[config.mk]
export PLATFORM = sky130hd
export DESIGN_NAME = framed_delta_decoder_with_stats
export DESIGN_NICKNAME = d
export VERILOG_FILES = /design/src/rtl/fdd_pkg.sv /design/src/rtl/fdd_front.sv /design/src/rtl/fdd_queue.sv /design/src/rtl/fdd_back.sv /design/src/rtl/framed_delta_decoder_with_stats.sv
export SDC_FILE = /design/constraint.sdc
export NUM_CORES = 2
export LEC_CHECK = 0
export ABC_AREA = 0
export BUFFER_PORTS_ARGS = -buffer_cell sky130_fd_sc_hd__buf_2
export CORE_ASPECT_RATIO = 0.5
export CORE_MARGIN = 2
export CORE_UTILIZATION = 35
export CTS_CLUSTER_SIZE = 10
export DETAILED_ROUTE_END_ITERATION = 6
export PLACE_DENSITY = 0.5
export SLEW_MARGIN = 5
export SYNTH_ARGS = -nofsm -noshare
export SYNTH_HDL_FRONTEND = slang
export SYNTH_SLANG_ARGS = --single-unit
[constraint.sdc]
create_clock -name clock -period 15.09 [get_ports clock]
set_input_delay 2.2635 -clock clock [delete_from_list [all_inputs] [get_ports clock]]
set_output_delay 2.2635 -clock clock [all_outputs]
set_load 0.005 [all_outputs]
[src/rtl/fdd_pkg.sv]
// shared types and constants for the framed delta decoder with record statistics
package fdd_pkg;

   localparam int COUNT_BITS_DEF = 24;
   localparam int FRAME_LEN_RESET = 50;
   localparam int VALUE_W = 32;
   localparam int SUM_W = 56;
   localparam int AVG_W = 40;
   localparam int TOTAL_W = 24;
   localparam int CNT_FIELD_W = 32;
   localparam int FLEN_W = 8;
   localparam int QUEUE_DEPTH = 4;
   localparam int NUM_W = SUM_W + 8;
   localparam int DIV_STEPS = NUM_W;
   localparam int STEP_W = $clog2(DIV_STEPS);

   localparam logic KIND_SAMPLE = 1'b0;
   localparam logic KIND_SUMMARY = 1'b1;

   typedef struct packed {
      logic signed [VALUE_W-1:0] coded_sample;
      logic                      record_end;
   } req_type;

   typedef struct packed {
      logic                      kind;
      logic signed [VALUE_W-1:0] decoded_value;
      logic signed [VALUE_W-1:0] maximum;
      logic signed [VALUE_W-1:0] minimum;
      logic signed [AVG_W-1:0]   average;
      logic [TOTAL_W-1:0]        total_count;
      logic                      last;
   } rsp_type;

   // one decoded sample plus the record statistics after it
   typedef struct packed {
      logic signed [VALUE_W-1:0] value;
      logic                      record_end;
      logic signed [VALUE_W-1:0] maximum;
      logic signed [VALUE_W-1:0] minimum;
      logic [SUM_W-1:0]          sum;
      logic [CNT_FIELD_W-1:0]    count;
   } entry_type;

endpackage

[src/rtl/fdd_front.sv]
// front part: delta decode and running record statistics
module fdd_front #(
   parameter int COUNT_BITS = fdd_pkg::COUNT_BITS_DEF
) (
   input  logic                      clock,
   input  logic                      reset,
   input  logic                      csr_valid,
   input  logic [fdd_pkg::FLEN_W-1:0] csr_data,
   input  logic                      take,
   input  fdd_pkg::req_type          req_data,
   output fdd_pkg::entry_type        entry
);

   logic [fdd_pkg::FLEN_W-1:0]  flen_ff;
   logic [fdd_pkg::FLEN_W-1:0]  pos_ff, pos_in;
   logic [fdd_pkg::VALUE_W-1:0] prev_ff;
   logic [fdd_pkg::VALUE_W-1:0] max_ff, max_in;
   logic [fdd_pkg::VALUE_W-1:0] min_ff, min_in;
   logic [fdd_pkg::SUM_W-1:0]   sum_ff, sum_in;
   logic [COUNT_BITS-1:0]       cnt_ff, cnt_in;
   logic [fdd_pkg::VALUE_W-1:0] value;
   logic [fdd_pkg::FLEN_W-1:0]  flen_eff;
   logic [fdd_pkg::FLEN_W:0]    pos_inc;
   logic [COUNT_BITS+fdd_pkg::CNT_FIELD_W-1:0] cnt_ext;

   always_comb begin
      flen_eff = (flen_ff == '0) ? fdd_pkg::FLEN_W'(1) : flen_ff;
      value = (pos_ff == '0) ? req_data.coded_sample : prev_ff + req_data.coded_sample;
      pos_inc = {1'b0, pos_ff} + 1'b1;
      pos_in = (pos_inc >= {1'b0, flen_eff}) ? '0 : pos_inc[fdd_pkg::FLEN_W-1:0];
      if (cnt_ff == '0) begin
         max_in = value;
         min_in = value;
      end else begin
         max_in = ($signed(value) > $signed(max_ff)) ? value : max_ff;
         min_in = ($signed(value) < $signed(min_ff)) ? value : min_ff;
      end
      sum_in = sum_ff + {{(fdd_pkg::SUM_W-fdd_pkg::VALUE_W){value[fdd_pkg::VALUE_W-1]}}, value};
      // count saturates at all ones
      cnt_in = (cnt_ff == '1) ? cnt_ff : cnt_ff + 1'b1;
      cnt_ext = {{fdd_pkg::CNT_FIELD_W{1'b0}}, cnt_in};
      entry.value = value;
      entry.record_end = req_data.record_end;
      entry.maximum = max_in;
      entry.minimum = min_in;
      entry.sum = sum_in;
      entry.count = cnt_ext[fdd_pkg::CNT_FIELD_W-1:0];
   end

   always_ff @(posedge clock) begin
      if (reset) begin
         flen_ff <= fdd_pkg::FLEN_W'(fdd_pkg::FRAME_LEN_RESET);
      end else if (csr_valid) begin
         flen_ff <= csr_data;
      end
   end

   always_ff @(posedge clock) begin
      if (reset) begin
         pos_ff <= '0;
         prev_ff <= '0;
         max_ff <= '0;
         min_ff <= '0;
         sum_ff <= '0;
         cnt_ff <= '0;
      end else if (take) begin
         if (req_data.record_end) begin
            pos_ff <= '0;
            prev_ff <= '0;
            max_ff <= '0;
            min_ff <= '0;
            sum_ff <= '0;
            cnt_ff <= '0;
         end else begin
            pos_ff <= pos_in;
            prev_ff <= value;
            max_ff <= max_in;
            min_ff <= min_in;
            sum_ff <= sum_in;
            cnt_ff <= cnt_in;
         end
      end
   end

endmodule

[src/rtl/fdd_queue.sv]
// short queue of decoded entries between front and back
module fdd_queue (
   input  logic               clock,
   input  logic               reset,
   input  logic               push,
   input  fdd_pkg::entry_type din,
   input  logic               pop,
   output fdd_pkg::entry_type dout,
   output logic               full,
   output logic               empty
);

   localparam int PTR_W = $clog2(fdd_pkg::QUEUE_DEPTH);

   fdd_pkg::entry_type  mem_ff [fdd_pkg::QUEUE_DEPTH];
   logic [PTR_W-1:0]    wr_ff;
   logic [PTR_W-1:0]    rd_ff;
   logic [PTR_W:0]      fill_ff;

   assign full = (fill_ff == (PTR_W+1)'(fdd_pkg::QUEUE_DEPTH));
   assign empty = (fill_ff == '0);
   assign dout = mem_ff[rd_ff];

   always_ff @(posedge clock) begin
      if (push) begin
         mem_ff[wr_ff] <= din;
      end
   end

   always_ff @(posedge clock) begin
      if (reset) begin
         wr_ff <= '0;
         rd_ff <= '0;
         fill_ff <= '0;
      end else begin
         if (push) begin
            wr_ff <= wr_ff + 1'b1;
         end
         if (pop) begin
            rd_ff <= rd_ff + 1'b1;
         end
         if (push && !pop) begin
            fill_ff <= fill_ff + 1'b1;
         end else if (pop && !push) begin
            fill_ff <= fill_ff - 1'b1;
         end
      end
   end

endmodule

[src/rtl/fdd_back.sv]
// back part: sample results, record average by bit-serial division, summary results
module fdd_back (
   input  logic               clock,
   input  logic               reset,
   input  fdd_pkg::entry_type entry,
   input  logic               empty,
   output logic               pop,
   output logic               rsp_valid,
   input  logic               rsp_stall,
   output fdd_pkg::rsp_type   rsp_data
);

   typedef enum logic [2:0] {
      ST_PASS = 3'b001,
      ST_DIV  = 3'b010,
      ST_SUM  = 3'b100
   } state_type;

   localparam int NW = fdd_pkg::NUM_W;
   localparam int DW = fdd_pkg::CNT_FIELD_W;

   state_type                     state_ff, state_in;
   logic                          valid_ff;
   fdd_pkg::rsp_type              out_ff;
   logic [fdd_pkg::VALUE_W-1:0]   max_ff;
   logic [fdd_pkg::VALUE_W-1:0]   min_ff;
   logic [DW-1:0]                 cnt_ff;
   logic [DW-1:0]                 div_ff;
   logic                          neg_ff;
   logic [NW-1:0]                 num_ff;
   logic [NW-1:0]                 quo_ff;
   logic [DW-1:0]                 rem_ff;
   logic [fdd_pkg::STEP_W-1:0]    step_ff;
   logic                          out_free;
   logic [DW:0]                   shifted;
   logic                          ge;
   logic [DW:0]                   diff;
   logic [fdd_pkg::SUM_W-1:0]     mag;
   logic [NW-1:0]                 q_sat;
   logic [fdd_pkg::AVG_W-1:0]     avg;
   fdd_pkg::rsp_type              sample_rsp;
   fdd_pkg::rsp_type              summary_rsp;

   assign out_free = !valid_ff || !rsp_stall;
   assign rsp_valid = valid_ff;
   assign rsp_data = out_ff;
   assign pop = (state_ff == ST_PASS) && !empty && out_free;

   always_comb begin
      mag = entry.sum[fdd_pkg::SUM_W-1] ? (~entry.sum + 1'b1) : entry.sum;
      shifted = {rem_ff, num_ff[NW-1]};
      diff = shifted - {1'b0, div_ff};
      ge = (shifted >= {1'b0, div_ff});
      // clamp to the signed 40-bit range
      if (neg_ff) begin
         q_sat = (quo_ff > (NW'(1) << (fdd_pkg::AVG_W-1))) ?
                 (NW'(1) << (fdd_pkg::AVG_W-1)) : quo_ff;
         avg = fdd_pkg::AVG_W'(~q_sat + 1'b1);
      end else begin
         q_sat = (quo_ff > ((NW'(1) << (fdd_pkg::AVG_W-1)) - 1'b1)) ?
                 ((NW'(1) << (fdd_pkg::AVG_W-1)) - 1'b1) : quo_ff;
         avg = q_sat[fdd_pkg::AVG_W-1:0];
      end

      sample_rsp = '0;
      sample_rsp.kind = fdd_pkg::KIND_SAMPLE;
      sample_rsp.decoded_value = entry.value;
      sample_rsp.last = !entry.record_end;

      summary_rsp = '0;
      summary_rsp.kind = fdd_pkg::KIND_SUMMARY;
      summary_rsp.maximum = max_ff;
      summary_rsp.minimum = min_ff;
      summary_rsp.average = avg;
      summary_rsp.total_count = cnt_ff[fdd_pkg::TOTAL_W-1:0];
      summary_rsp.last = 1'b1;

      state_in = state_ff;
      unique case (state_ff)
         ST_PASS: begin
            if (pop && entry.record_end) begin
               state_in = ST_DIV;
            end
         end
         ST_DIV: begin
            if (step_ff == '0) begin
               state_in = ST_SUM;
            end
         end
         ST_SUM: begin
            if (out_free) begin
               state_in = ST_PASS;
            end
         end
         default: state_in = ST_PASS;
      endcase
   end

   always_ff @(posedge clock) begin
      if (reset) begin
         state_ff <= ST_PASS;
         valid_ff <= 1'b0;
      end else begin
         state_ff <= state_in;
         if (pop || (state_ff == ST_SUM && out_free)) begin
            valid_ff <= 1'b1;
         end else if (!rsp_stall) begin
            valid_ff <= 1'b0;
         end
      end
   end

   always_ff @(posedge clock) begin
      if (pop) begin
         out_ff <= sample_rsp;
      end else if (state_ff == ST_SUM && out_free) begin
         out_ff <= summary_rsp;
      end
      if (pop && entry.record_end) begin
         max_ff <= entry.maximum;
         min_ff <= entry.minimum;
         cnt_ff <= entry.count;
         div_ff <= (entry.count == '0) ? DW'(1) : entry.count;
         neg_ff <= entry.sum[fdd_pkg::SUM_W-1];
         num_ff <= {mag, 8'b0};
         quo_ff <= '0;
         rem_ff <= '0;
         step_ff <= fdd_pkg::STEP_W'(fdd_pkg::DIV_STEPS - 1);
      end else if (state_ff == ST_DIV) begin
         // one restoring division step per cycle
         rem_ff <= ge ? diff[DW-1:0] : shifted[DW-1:0];
         quo_ff <= {quo_ff[NW-2:0], ge};
         num_ff <= {num_ff[NW-2:0], 1'b0};
         step_ff <= step_ff - 1'b1;
      end
   end

endmodule

[src/rtl/framed_delta_decoder_with_stats.sv]
// top level of the framed delta decoder with record statistics
//
//   channel   direction  handshake                payload
//   req_      in         req_valid / req_stall     fdd_pkg::req_type
//   rsp_      out        rsp_valid / rsp_stall     fdd_pkg::rsp_type
//   csr_      in         csr_valid / csr_ready     frame_length, 8 bits
//
// the front decodes one request per cycle while the 4-entry queue has room.
// each request gives one sample result per cycle from the back while rsp_stall is low
// and no record summary is pending; a record end adds a summary after its sample result,
// once the bit-serial average divider is done. synchronous reset clears all record
// state and sets frame_length to 50. rsp_stall holds the output register; the queue
// absorbs requests until it fills, then req_stall rises.
module framed_delta_decoder_with_stats #(
   parameter int COUNT_BITS = fdd_pkg::COUNT_BITS_DEF
) (
   input  logic                       clock,
   input  logic                       reset,
   input  logic                       req_valid,
   output logic                       req_stall,
   input  fdd_pkg::req_type           req_data,
   output logic                       rsp_valid,
   input  logic                       rsp_stall,
   output fdd_pkg::rsp_type           rsp_data,
   input  logic                       csr_valid,
   output logic                       csr_ready,
   input  logic [fdd_pkg::FLEN_W-1:0] csr_data
);

   fdd_pkg::entry_type front_entry;
   fdd_pkg::entry_type queue_entry;
   logic               take;
   logic               full;
   logic               empty;
   logic               pop;

   assign csr_ready = 1'b1;
   assign req_stall = full;
   assign take = req_valid && !full;

   fdd_front #(
      .COUNT_BITS(COUNT_BITS)
   ) u_front (
      .clock    (clock),
      .reset    (reset),
      .csr_valid(csr_valid && csr_ready),
      .csr_data (csr_data),
      .take     (take),
      .req_data (req_data),
      .entry    (front_entry)
   );

   fdd_queue u_queue (
      .clock(clock),
      .reset(reset),
      .push (take),
      .din  (front_entry),
      .pop  (pop),
      .dout (queue_entry),
      .full (full),
      .empty(empty)
   );

   fdd_back u_back (
      .clock    (clock),
      .reset    (reset),
      .entry    (queue_entry),
      .empty    (empty),
      .pop      (pop),
      .rsp_valid(rsp_valid),
      .rsp_stall(rsp_stall),
      .rsp_data (rsp_data)
   );

endmodule

==> impl_metrics.xml <==
<?xml version="1.0" encoding="UTF-8"?>
<metrics>
  <group name="synthesis">
    <metric name="synth_top_cell_by_area" unit="">sky130_fd_sc_hd__edfxtp_1</metric>
    <metric name="syn-cell-area" unit="um^2">59740</metric>
    <metric name="mappedNetlistNets" unit="">5066</metric>
    <metric name="yosys_warnings" unit="">0</metric>
    <metric name="synth_compound_gate_area_share" unit="%">10.92</metric>
    <metric name="yosys-top-cells-area" unit="">sky130_fd_sc_hd__edfxtp_1 46%, sky130_fd_sc_hd__dfxtp_1 15%, sky130_fd_sc_hd__mux4_2 7.4%</metric>
    <metric name="yosys.area_share.adder" unit="%">4.197</metric>
    <metric name="synth-edff-count" unit="">910</metric>
    <metric name="synthDominantCellAreaShare" unit="%">45.74</metric>
    <metric name="synth_top_family_by_area" unit="">compound AO/OA/AOI/OAI gates</metric>
    <metric name="ys_seq_elements" unit="">1346</metric>
    <metric name="postSynth.asyncResetShare" unit="%">0</metric>
    <metric name="mean_instance_size_in_the_synthesized_netlist" unit="um^2">12.39</metric>
    <metric name="syn_inst" unit="">4822</metric>
    <metric name="fraction_of_synthesized_cell_area_in_xor_and_xnor_cells" unit="%">2.844</metric>
    <metric name="yosys-mux-area-fraction" unit="%">8.271</metric>
    <metric name="synth_flop_cell" unit="">sky130_fd_sc_hd__edfxtp_1</metric>
    <metric name="synth-simple-area-share" unit="%">10.69</metric>
    <metric name="sequential_fraction_of_the_synthesis_area" unit="%">60.35</metric>
    <metric name="number_of_distinct_library_cell_variants_in_the_gate_level_netlist_after_synthesis" unit="">89</metric>
  </group>
  <group name="worst_hold_path">
    <metric name="class_of_the_worst_hold_path" unit="">flop to flop</metric>
    <metric name="hp-start" unit="">u_back.cnt_ff[21]</metric>
    <metric name="whs_endpoint" unit="">u_back.rsp_data[22]</metric>
    <metric name="hold_crit_depth" unit="">2</metric>
  </group>
  <group name="critical_path">
    <metric name="r2r_setup_slack" unit="ns">8.24</metric>
    <metric name="worst_r2r_startpoint" unit="">u_front.prev_ff[0]</metric>
    <metric name="timing.rr.end" unit="">u_front.min_ff[0]</metric>
    <metric name="crit_top_cell" unit="">sky130_fd_sc_hd__o21ai_0</metric>
    <metric name="timing.critical_path.arrival" unit="ns">8.84</metric>
    <metric name="critical_path.startpoint_type" unit="">input pin</metric>
    <metric name="critPathRequiredTime" unit="ns">15.80</metric>
    <metric name="setup.worst_path.end_class" unit="">flop</metric>
    <metric name="critical_path.max_fanout" unit="">32</metric>
    <metric name="critPathSlowestCell" unit="">sky130_fd_sc_hd__a21o_1</metric>
    <metric name="cpPeakStageDelay" unit="ns">0.91</metric>
    <metric name="worst-setup-path-type" unit="">input pin to flop</metric>
    <metric name="worstPathCellList" unit="">buf_2, ha_1, fa_1, a211oi_1, o21ai_0, a31oi_1, o21ai_0, a21oi_1, nor2b_1, o311ai_0, nand2_1, ha_1, nand4_1, a211oi_1, o21ai_0, a21oi_1, o221a_2, buf_4, a21o_1, a22o_1</metric>
    <metric name="logic_depth_of_the_worst_register_to_register_path" unit="">19</metric>
  </group>
  <group name="floorplanning">
    <metric name="die_height" unit="um">296.1</metric>
    <metric name="fp.dieW" unit="um">588.3</metric>
    <metric name="floorplan_core_area" unit="um^2">169900</metric>
    <metric name="die-area" unit="um^2">174200</metric>
    <metric name="ios" unit="">211</metric>
    <metric name="start_util" unit="%">35.16</metric>
    <metric name="rows" unit="">107</metric>
  </group>
  <group name="pwr">
    <metric name="seqPwrFrac" unit="%">41.7</metric>
    <metric name="sw_frac_of_total" unit="%">33.47</metric>
    <metric name="vdd_drop_max" unit="mV">0.1442</metric>
    <metric name="power.combinational.fraction" unit="%">29.6</metric>
    <metric name="design_power_total" unit="W">0.01209</metric>
    <metric name="power_frac_clock" unit="%">28.7</metric>
    <metric name="power.density_cell_area" unit="nW/um^2">178.0</metric>
    <metric name="p_leak" unit="nW">24.75</metric>
    <metric name="internal_power_of_the_cells" unit="W">0.008040</metric>
    <metric name="power_switching" unit="W">0.004045</metric>
  </group>
  <group name="drt">
    <metric name="post-route-drc-count" unit="">2</metric>
    <metric name="detail_route.wl_per_cell" unit="um">22.15</metric>
    <metric name="drt_first_pass_iters" unit="">7</metric>
    <metric name="via_count_normalized_by_instance_count" unit="">5.316</metric>
    <metric name="wl_final" unit="mm">164.5</metric>
    <metric name="number_of_drc_violations_after_detailed_routing_iteration_0" unit="">3511</metric>
    <metric name="final_antenna_net_count" unit="">0</metric>
    <metric name="num_vias" unit="">39490</metric>
  </group>
  <group name="global_route">
    <metric name="grt_use_total" unit="%">18.58</metric>
    <metric name="number_of_global_route_vias_before_repair" unit="">38830</metric>
    <metric name="first_pass_grt_wire_length" unit="mm">244.3</metric>
    <metric name="grt_overflow" unit="">0</metric>
    <metric name="grt_antenna_before_repair" unit="">15</metric>
    <metric name="grt_start_max_net_pins" unit="">124</metric>
  </group>
  <group name="placement">
    <metric name="post-dp-hpwl" unit="mm">105.5</metric>
    <metric name="dpl.cell_count" unit="">7142</metric>
    <metric name="gp_routability_congestion" unit="">0.8448</metric>
    <metric name="dpl-instance-area" unit="um^2">63340</metric>
    <metric name="buffer_ports.inserted" unit="">209</metric>
  </group>
  <group name="cts">
    <metric name="cts_hold_buf" unit="">0</metric>
    <metric name="htree_levels" unit="">4</metric>
    <metric name="ctsResizeCount" unit="">0</metric>
    <metric name="clkSlewWorstSetupHoldPaths" unit="ns">0.06</metric>
    <metric name="cts_post_setup_buffers_inserted" unit="">0</metric>
    <metric name="cts_max_path_buffers" unit="">3</metric>
    <metric name="clk_root_buffer_cell" unit="">sky130_fd_sc_hd__clkbuf_16</metric>
    <metric name="cts_buffers" unit="">154</metric>
    <metric name="cts_num_sinks" unit="">1346</metric>
    <metric name="tritoncts" unit="">done</metric>
    <metric name="clkLatencyLatePin" unit="ns">0.79</metric>
  </group>
  <group name="cells_and_area">
    <metric name="area_growth" unit="%">13.68</metric>
    <metric name="fillCellCount" unit="">16100</metric>
    <metric name="final_cell_area" unit="um^2">67910</metric>
    <metric name="drive_gt1_share" unit="%">14.41</metric>
    <metric name="final-instance-count-excl-fill" unit="">7429</metric>
    <metric name="finish.net_count" unit="">5253</metric>
  </group>
  <group name="sta">
    <metric name="timing_max_transition_violations_final" unit="">0</metric>
    <metric name="fmaxAchievable" unit="MHz">122.9</metric>
    <metric name="tightestPinTransition" unit="ns">1.291</metric>
    <metric name="setup_viol" unit="">0</metric>
    <metric name="summed_negative_setup_slack_over_all_endpoints" unit="ns">0</metric>
    <metric name="finalClockSkew" unit="ns">0.02766</metric>
    <metric name="timing_hold_violations_final" unit="">0</metric>
    <metric name="relative_slew_slack" unit="%">13.90</metric>
    <metric name="final.period_utilization" unit="%">53.91</metric>
    <metric name="finalWorstPathRequiredPeriod" unit="ns">8.135</metric>
    <metric name="rsz_0062_raised_after_global_routing" unit="">no</metric>
  </group>
  <group name="run_status">
    <metric name="run_status" unit="">finished, violations left</metric>
    <metric name="failed_checks" unit="">DRC</metric>
  </group>
  <group name="job">
    <metric name="maxCapViolCount" unit="">0</metric>
  </group>
</metrics>
## cell type report
| type | count | area, um^2 | area share [%] |
|---|---|---|---|
| inverter | 150 | 570.5 | 0.8401 |
| sequential | 1346 | 36060 | 53.10 |
| multi-input combinational | 3070 | 22170 | 32.65 |
| clock buffer | 266 | 4337 | 6.386 |
| antenna | 5 | 12.51 | 0.01842 |
| clock inverter | 16 | 224.0 | 0.3298 |
| timing repair buffer | 287 | 1672 | 2.461 |
| tap | 2289 | 2864 | 4.217 |
## state kept, by name (all words and copies together), names as in the netlist, 3 cells and up, named ones only
name and flops:
u_back.cnt_ff 24, u_back.div_ff 24, u_back.max_ff 32, u_back.min_ff 32, u_back.num_ff 56, u_back.quo_ff 64, u_back.rem_ff 32, u_back.rsp_data 162
u_back.state_ff 3, u_back.step_ff 6, u_front.cnt_ff 24, u_front.flen_ff 8, u_front.max_ff 32, u_front.min_ff 32, u_front.pos_ff 8, u_front.prev_ff 32
u_front.sum_ff 56, u_queue.fill_ff 3, u_queue.mem_ff 708
## synth_stat cells, types with 28 or more instances
cell type and count:
sky130_fd_sc_hd__inv_1 149, sky130_fd_sc_hd__and2_1 50, sky130_fd_sc_hd__nand2b_1 34, sky130_fd_sc_hd__mux4_2 197
sky130_fd_sc_hd__a21o_1 80, sky130_fd_sc_hd__nand2_1 550, sky130_fd_sc_hd__or3_1 31, sky130_fd_sc_hd__a21oi_1 271
sky130_fd_sc_hd__o21ai_0 299, sky130_fd_sc_hd__xnor2_1 117, sky130_fd_sc_hd__clkbuf_1 198, sky130_fd_sc_hd__a22oi_1 78
sky130_fd_sc_hd__dfxtp_1 436, sky130_fd_sc_hd__mux2_2 35, sky130_fd_sc_hd__nor4_1 38, sky130_fd_sc_hd__nor3_1 75
sky130_fd_sc_hd__nor2_1 326, sky130_fd_sc_hd__buf_2 28, sky130_fd_sc_hd__nand4_1 45, sky130_fd_sc_hd__nand3_1 157
sky130_fd_sc_hd__edfxtp_1 910, sky130_fd_sc_hd__a22o_1 99, sky130_fd_sc_hd__xor2_1 77, sky130_fd_sc_hd__ha_1 194
## worst max-delay path by stage
| stage | startpoint | to | slack, ns |
|---|---|---|---|
| after floorplan | rsp_stall | u_back.quo_ff[57] | 7.08 |
| final | req_data[1] | u_front.min_ff[0] | 6.96 |
| after global routing | req_data[1] | u_front.sum_ff[53] | 6.51 |
| after detailed placement | req_data[1] | u_front.max_ff[16] | 6.31 |
| after CTS | req_data[1] | u_front.max_ff[16] | 7.10 |
| after global placement | req_data[1] | u_front.sum_ff[53] | 6.35 |
## power by group through the flow
stage          logic (W)  clock network (W)  registers (W)
2_1_floorplan    0.00250                  0        0.00507
3_3_place_gp     0.00357                  0        0.00510
4_1_cts          0.00363            0.00356        0.00505
6_report         0.00358            0.00346        0.00504
5_1_grt          0.00396            0.00371        0.00510
3_5_place_dp     0.00362                  0        0.00512
## worst max-delay path: cells and delay by family
family / cells / cell delay, ns
adders and majority gates: 3 / 1.19
AOI/OAI and AO/OA: 12 / 4.13
and+or+nand+nor: 3 / 0.69
buffers and inverters: 2 / 0.54
## kinds of logic after synthesis
family | Yosys count
AND/OR/NAND/NOR | 1397
flip-flops | 1346
AO/OA/AOI/OAI | 1037
buffers and inverters | 406
multiplexers | 243
adder cells (fa/ha/maj) | 198
XOR/XNOR | 194
other | 1
## cells in the final DEF, fill, tap and decap left out, types with 157 or more instances in the layout
master                       n
sky130_fd_sc_hd__dfxtp_1   434
sky130_fd_sc_hd__mux4_2    197
sky130_fd_sc_hd__nor2_1    319
sky130_fd_sc_hd__nand2_1   550
sky130_fd_sc_hd__nand3_1   157
sky130_fd_sc_hd__ha_1      194
sky130_fd_sc_hd__a21oi_1   271
sky130_fd_sc_hd__buf_2     208
sky130_fd_sc_hd__o21ai_0   296
sky130_fd_sc_hd__edfxtp_1  910
## metrics by stage
stage	worst slack, ns	hold slack (ns)	utilization (%)
3_5_place_dp	6.312	0.4222	37.28
2_1_floorplan	7.084	0.4081	-
6_report	6.955	0.4220	39.97
3_3_place_gp	6.351	0.4192	37.28
4_1_cts	7.104	0.4210	39.97
5_1_grt	6.514	0.4533	39.97
## layer usage
layer	global-route usage (%)	vias to the layer above	share of wire, %
met5	0	-	0.0079
met4	5.757	2	2.5
met3	3.535	238	5.7
met2	29.16	1038	45
met1	26.03	19770	47
li1	-	18440	-
(Power assumes the default switching activity.)
